**src/rtl/core/mops_pkg.sv**
```systemverilog
// Shared types, constants and helpers of the Morton-order point sorter.
`default_nettype none
package mops_pkg;

  localparam int MAX_POINTS = 1024;
  localparam int AXIS_BITS  = 21;
  localparam int IDX_W      = $clog2(MAX_POINTS);
  localparam int CNT_W      = IDX_W + 1;
  localparam int COORD_W    = 32;
  localparam int OFF_W      = COORD_W + 1;
  localparam int PROD_W     = OFF_W + AXIS_BITS;
  localparam int KEY_W      = 3 * AXIS_BITS;
  localparam int STEP_W     = $clog2(AXIS_BITS + 1);
  localparam int OUT_BITS   = IDX_W + KEY_W + 3 * COORD_W;
  localparam int OUT_DATA_W = ((OUT_BITS + 7) / 8) * 8;
  localparam int IN_DATA_W  = 3 * COORD_W;

  localparam logic CMD_LOAD  = 1'b0;
  localparam logic CMD_FETCH = 1'b1;

  typedef struct packed {
    logic                      cmd;
    logic signed [COORD_W-1:0] z;
    logic signed [COORD_W-1:0] y;
    logic signed [COORD_W-1:0] x;
    logic                      final_pt;
  } mops_item_t;

  // Interleave three axis codes: x bit b at 3b, y at 3b+1, z at 3b+2.
  function automatic logic [KEY_W-1:0] interleave(input logic [AXIS_BITS-1:0] qx,
                                                  input logic [AXIS_BITS-1:0] qy,
                                                  input logic [AXIS_BITS-1:0] qz);
    logic [KEY_W-1:0] k;
    k = '0;
    for (int b = 0; b < AXIS_BITS; b++) begin
      k[3*b]     = qx[b];
      k[3*b + 1] = qy[b];
      k[3*b + 2] = qz[b];
    end
    return k;
  endfunction

endpackage
`default_nettype wire

```
**src/rtl/core/mops_front.sv**
```systemverilog
// Front end: accepts command transactions into a two-entry queue.
`default_nettype none
module mops_front (
  input  wire logic                 clk,
  input  wire logic                 rst_n,
  input  wire logic                 in_tvalid,
  output logic                      in_tready,
  input  wire logic [mops_pkg::IN_DATA_W-1:0] in_tdata,
  input  wire logic                 in_tuser,
  input  wire logic                 in_tlast,
  output logic                      q_valid,
  output mops_pkg::mops_item_t      q_item,
  input  wire logic                 q_pop
);
  import mops_pkg::*;

  mops_item_t slot_r [2];
  logic       wr_ptr_r, rd_ptr_r;
  logic [1:0] fill_r;
  logic       push;

  assign in_tready = (fill_r != 2'd2);
  assign push      = in_tvalid && in_tready;
  assign q_valid   = (fill_r != 2'd0);
  assign q_item    = slot_r[rd_ptr_r];

  always_ff @(posedge clk) begin
    if (push) begin
      slot_r[wr_ptr_r] <= '{cmd: in_tuser,
                            z: in_tdata[3*COORD_W-1:2*COORD_W],
                            y: in_tdata[2*COORD_W-1:COORD_W],
                            x: in_tdata[COORD_W-1:0],
                            final_pt: in_tlast};
    end
  end

  always_ff @(posedge clk) begin
    if (!rst_n) begin
      wr_ptr_r <= 1'b0;
      rd_ptr_r <= 1'b0;
      fill_r   <= 2'd0;
    end else begin
      if (push) wr_ptr_r <= ~wr_ptr_r;
      if (q_pop) rd_ptr_r <= ~rd_ptr_r;
      fill_r <= fill_r + {1'b0, push} - {1'b0, q_pop};
    end
  end

endmodule
`default_nettype wire

```
**config.mk**
```make
export PLATFORM = sky130hd
export DESIGN_NAME = mops_front
export DESIGN_NICKNAME = d
export VERILOG_FILES = /design/src/rtl/core/mops_pkg.sv /design/src/rtl/core/mops_front.sv
export SDC_FILE = /design/constraint.sdc
export NUM_CORES = 1
export LEC_CHECK = 0
export ABC_AREA = 1
export ABC_CLOCK_PERIOD_IN_PS = 7000
export BUFFER_PORTS_ARGS = -buffer_cell sky130_fd_sc_hd__clkbuf_2
export CORE_UTILIZATION = 35
export CTS_CLUSTER_SIZE = 28
export DETAILED_ROUTE_END_ITERATION = 16
export GPL_ROUTABILITY_DRIVEN = 0
export GPL_TIMING_DRIVEN = 1
export PLACE_DENSITY = 0.61
export SYNTH_ARGS = -nofsm -noshare
export SYNTH_HDL_FRONTEND = slang
export SYNTH_SLANG_ARGS = --single-unit
```
**constraint.sdc**
```tcl
create_clock -name clk -period 7 [get_ports clk]
set_input_delay 1.05 -clock clk [delete_from_list [all_inputs] [get_ports clk]]
set_output_delay 1.05 -clock clk [all_outputs]
set_load 0.02 [all_outputs]
```
### Word-level counts from Yosys, hierarchy flattened

Memories as Yosys holds them, arrays and structs flattened. A register that Yosys moved wholly into a read port is not among the register bits.
Cells that the tools add are included.

* memory bits (read-only): 0
* memories kept: 1
* latch bits: 0
* bits of input ports: 102
* memory bits (writable): 196
* register bits after elaboration: 4

Memories
* slot_r: depth 2, width 98, read ports 1, clocked after Yosys merged registers in 1, write ports 1, RTL line mops_front.sv:17 `mops_item_t slot_r [2];`

* $lt $le $gt $ge: 0
* bitwise gates (word level): 2
* shift-type cells: 0
* reduce and logical (&&, ||, !) cells: 2
* equal/unequal tests: 1
* multiplexer cells: 4
* div/mod/pow operators: 0
* $add $sub $neg: 2
* $mul: 0

Operators by type and width (number)
* 1-bit two-way mux: 4
* 2-bit by 1-bit adder with 2-bit output: 1
* 2-bit != test (second input constant): 1
* 1-bit NOT: 2
* 2-bit nonzero test: 1
* 2-bit by 1-bit subtractor with 2-bit output: 1
* 1-bit logical AND: 1

### Logic depth before layout (Yosys ltp)

* depth after elaboration: 4
* depth in mapped cells: 11
* gate-level depth less buffers: 11

### Worst setup path after synthesis

No wires, ideal clock.

* kind: input-to-reg
* start point: in in_tvalid
* end point: mem slot_r[1][0] (netlist bit) (enable)
* stages: 2
* slack: 1.145 ns
* path buffers: 0
* arrival time: 5.297 ns
* cells stage by stage: nand2_1 nor2_1

* word-level cells in the longest chain between the ends: 3

RTL lines
* start, declared: RTL line mops_front.sv:6 `input wire logic in_tvalid,`
* 1-bit logical AND: RTL line mops_front.sv:23 `assign push = in_tvalid && in_tready;`
* 1-bit two-way mux: RTL line mops_front.sv:28 `if (push) begin`
* 1-bit two-way mux (not written as such): RTL line mops_front.sv:29 `slot_r[wr_ptr_r] <= '{cmd: in_tuser,`
* end, declared: RTL line mops_front.sv:17

No other way between the ends.

==> out/metrics.cfg <==
[global_route]
grt_first_pass_wirelength_um=21100
grtUsageTotal_pct=12.5
grt_pass1_vias=3999
grt_max_degree=70
overflow=0
antenna_found_initial=0

[sta]
max_slew.worst_pin.slew_ns=0.964
finalMaxSlewViolations=0
finalCriticalPeriod_ns=3.67
rsz0062_at_grt=false
timing_hold_violations_final=0
finalSetupTns_ns=0
relSlewSlack_pct=35.7
fmax_mhz=273
setup_viol=0
finClkSkew_ns=0.0125
min_period_over_period_pct=52.4

[routing]
drtAntennaViolNets=0
totalWireLength_um=13400
routed_via_density=4.45
num_vias=3741
initialDrtViolationCount=146
post-route-drc-count=0
drt_pass1_iterations=4
post_drt_wl_per_cell_um=16.0

[clock_network]
hold_buffers=0
cts_tree=yes
post_cts_buffers=0
path_clk_slew_ns=0.05
clockBufferDepth=3
clock_latency_ns=0.49
h-tree-depth=1
root_buffer=clkbuf_16
clkSinkCount=201
cts.repair.resized=0
cts_buffers=22

[final_layout]
multi_input_area_um2=1290
layout.nets=657
antenna_cells=0
fin_cells=840
nFillCells=1802
drive_above_1_share_pct=58.8
ff_latch_area_um2=5990
syn_to_final_growth_pct=27.2

[critical_path]
startpoint_type=register
arrival_ns=2.62
r2r-start=fill_r[0]
criticalPathCategory=register to output pin
cp_top_family=buffers and inverters
cp_cell_sequence=buf_4 -> mux2_2 -> clkbuf_2
max_stage_delay_ns=0.77
crit_path_top_delay_cell=buf_4
critPathRequiredTime_ns=5.95
regToRegEndpoint=slot_r[1][16]
critPathCaptureType=output pin
r2r_slack_ns=4.24
rr_worst_depth=5
critPathMaxFanout=54
cp_num_buf_inv=2

[synth]
ys_types=14
syn_avg_cell_area_um2=21.9
syn_nets=440
ys_ff_latch=201
syn_area_um2=7370
synth_cells=337
synth-warning-count=0
ys_seq_area_share_pct=81.2

[floorplan]
io-pin-count=202
row_count=52
dieHeight_um=147
fp.dieW_um=147
start_util_pct=36.1
die_area_um2=21600
core_area_um2=20400

[pwr]
p_leak_nw=3.58
powerDensity_nw_per_um2=315
peakVddDrop_uv=177

[worst_hold_path]
min_from=rd_ptr_r
hold-path-cell-count=2
hold_path.class=register to register

[placed_design]
hpwl_um=8770
portBuffers=201
dp_cells=800

[status]
status=finished, final reports clean

[job]
drv_cap=0

## final cells by class
class	count	share of cell area, %
Clock buffer	32	6.72
Clock inverter	8	0.721
Inverter	7	0.280
Multi-Input combinational cell	118	13.8
Sequential cell	201	63.9
Tap cell	270	3.60
Timing Repair Buffer	204	11.0
## cells in the mapped netlist (all sizes together)
cell type    n  area share [%]
a21oi        2            0.14
buf         11             1.1
dfxtp        5             1.4
edfxtp     196              80
ha           1            0.17
inv          7            0.36
mux2        98              16
nand2        9            0.46
nand3        1           0.068
nor2         4            0.20
nor3         1           0.068
xnor2        2            0.24
## worst max-delay path by stage
stage,start,to,slack [ns],cells past startpoint
2_1_floorplan,in_tvalid,slot_r[1][0],1.15,2
3_3_place_gp,in_tvalid,slot_r[1][82],3.61,4
3_5_place_dp,in_tvalid,slot_r[0][80],3.55,4
4_1_cts,register,q_item[15],3.21,3
5_1_grt,register,q_item[15],3.13,3
6_report,register,q_item[15],3.33,3
## placed cells by master, fill, tap and decap left out
master,Yosys,layout
xnor2_1,2,2
clkinvlp_4,0,1
clkinv_1,0,3
clkbuf_1,0,7
mux2_2,78,78
clkbuf_16,0,23
nor3_1,1,1
a21oi_1,2,2
dfxtp_4,0,1
inv_1,7,7
nor2_4,0,2
clkbuf_2,0,201
mux2_4,20,20
buf_4,0,3
bufinv_16,0,1
clkinv_2,0,2
nor2_1,4,2
ha_1,1,1
nand2_1,9,9
clkinv_4,0,1
clkbuf_8,0,2
edfxtp_1,196,196
dfxtp_1,5,4
nand3_1,1,1
## sequential cells by signal (all words and copies together) (netlist names), named ones only
name and flops:
rd_ptr_r 1, slot_r 196, fill_r 2, wr_ptr_r 1
## tightest hold or removal path: cells and delay by family, from the launching register on
kind             cells  cell delay [ns]
flip-flops           1             0.32
XOR/XNOR             1             0.08
AND/OR/NAND/NOR      1             0.07
## metrics by stage
stage | total power, mW | hold WS, ns | util [%] | instance area [um^2] | setup slack [ns]
after floorplan | 1.77 | 0.480 | - | 7370 | 1.15
after global placement | 1.90 | 0.497 | 42.5 | 8670 | 3.61
after detailed placement | 1.91 | 0.503 | 42.5 | 8670 | 3.55
after CTS | 3.01 | 0.522 | 45.9 | 9370 | 3.21
after global routing | 3.08 | 0.558 | 45.9 | 9370 | 3.13
final | 2.95 | 0.515 | 45.9 | 9370 | 3.33
## layer usage
| metal | share of wire (%) | routed length [um] | vias to the layer above | GRT usage [%] |
|---|---|---|---|---|
| met5 | 0 | 0 | - | 0 |
| met3 | 8.7 | 1170 | 27 | 4.35 |
| met4 | 2.5 | 330 | 0 | 3.97 |
| met2 | 50 | 6730 | 148 | 21.9 |
| met1 | 39 | 5210 | 1807 | 14.3 |
| li1 | - | - | 1759 | - |
## cell families (layout without fill, tap and decap cells)
family / Yosys count / count (layout) / synth area share (%)
buf+inv: 18 / 251 / 1.44
simple gates: 15 / 15 / 0.798
flops: 201 / 201 / 81.2
compound gates: 2 / 2 / 0.136
xor+xnor: 2 / 2 / 0.238
fa+ha+maj: 1 / 1 / 0.170
mux: 98 / 98 / 16.0
## report_power, final
group,switching (mW),internal [mW]
clock,0.421,0.660
combinational,0.245,0.158
sequential,0.0311,1.44
total,0.697,2.26
No activity file was read; power rests on OpenSTA's default activity.
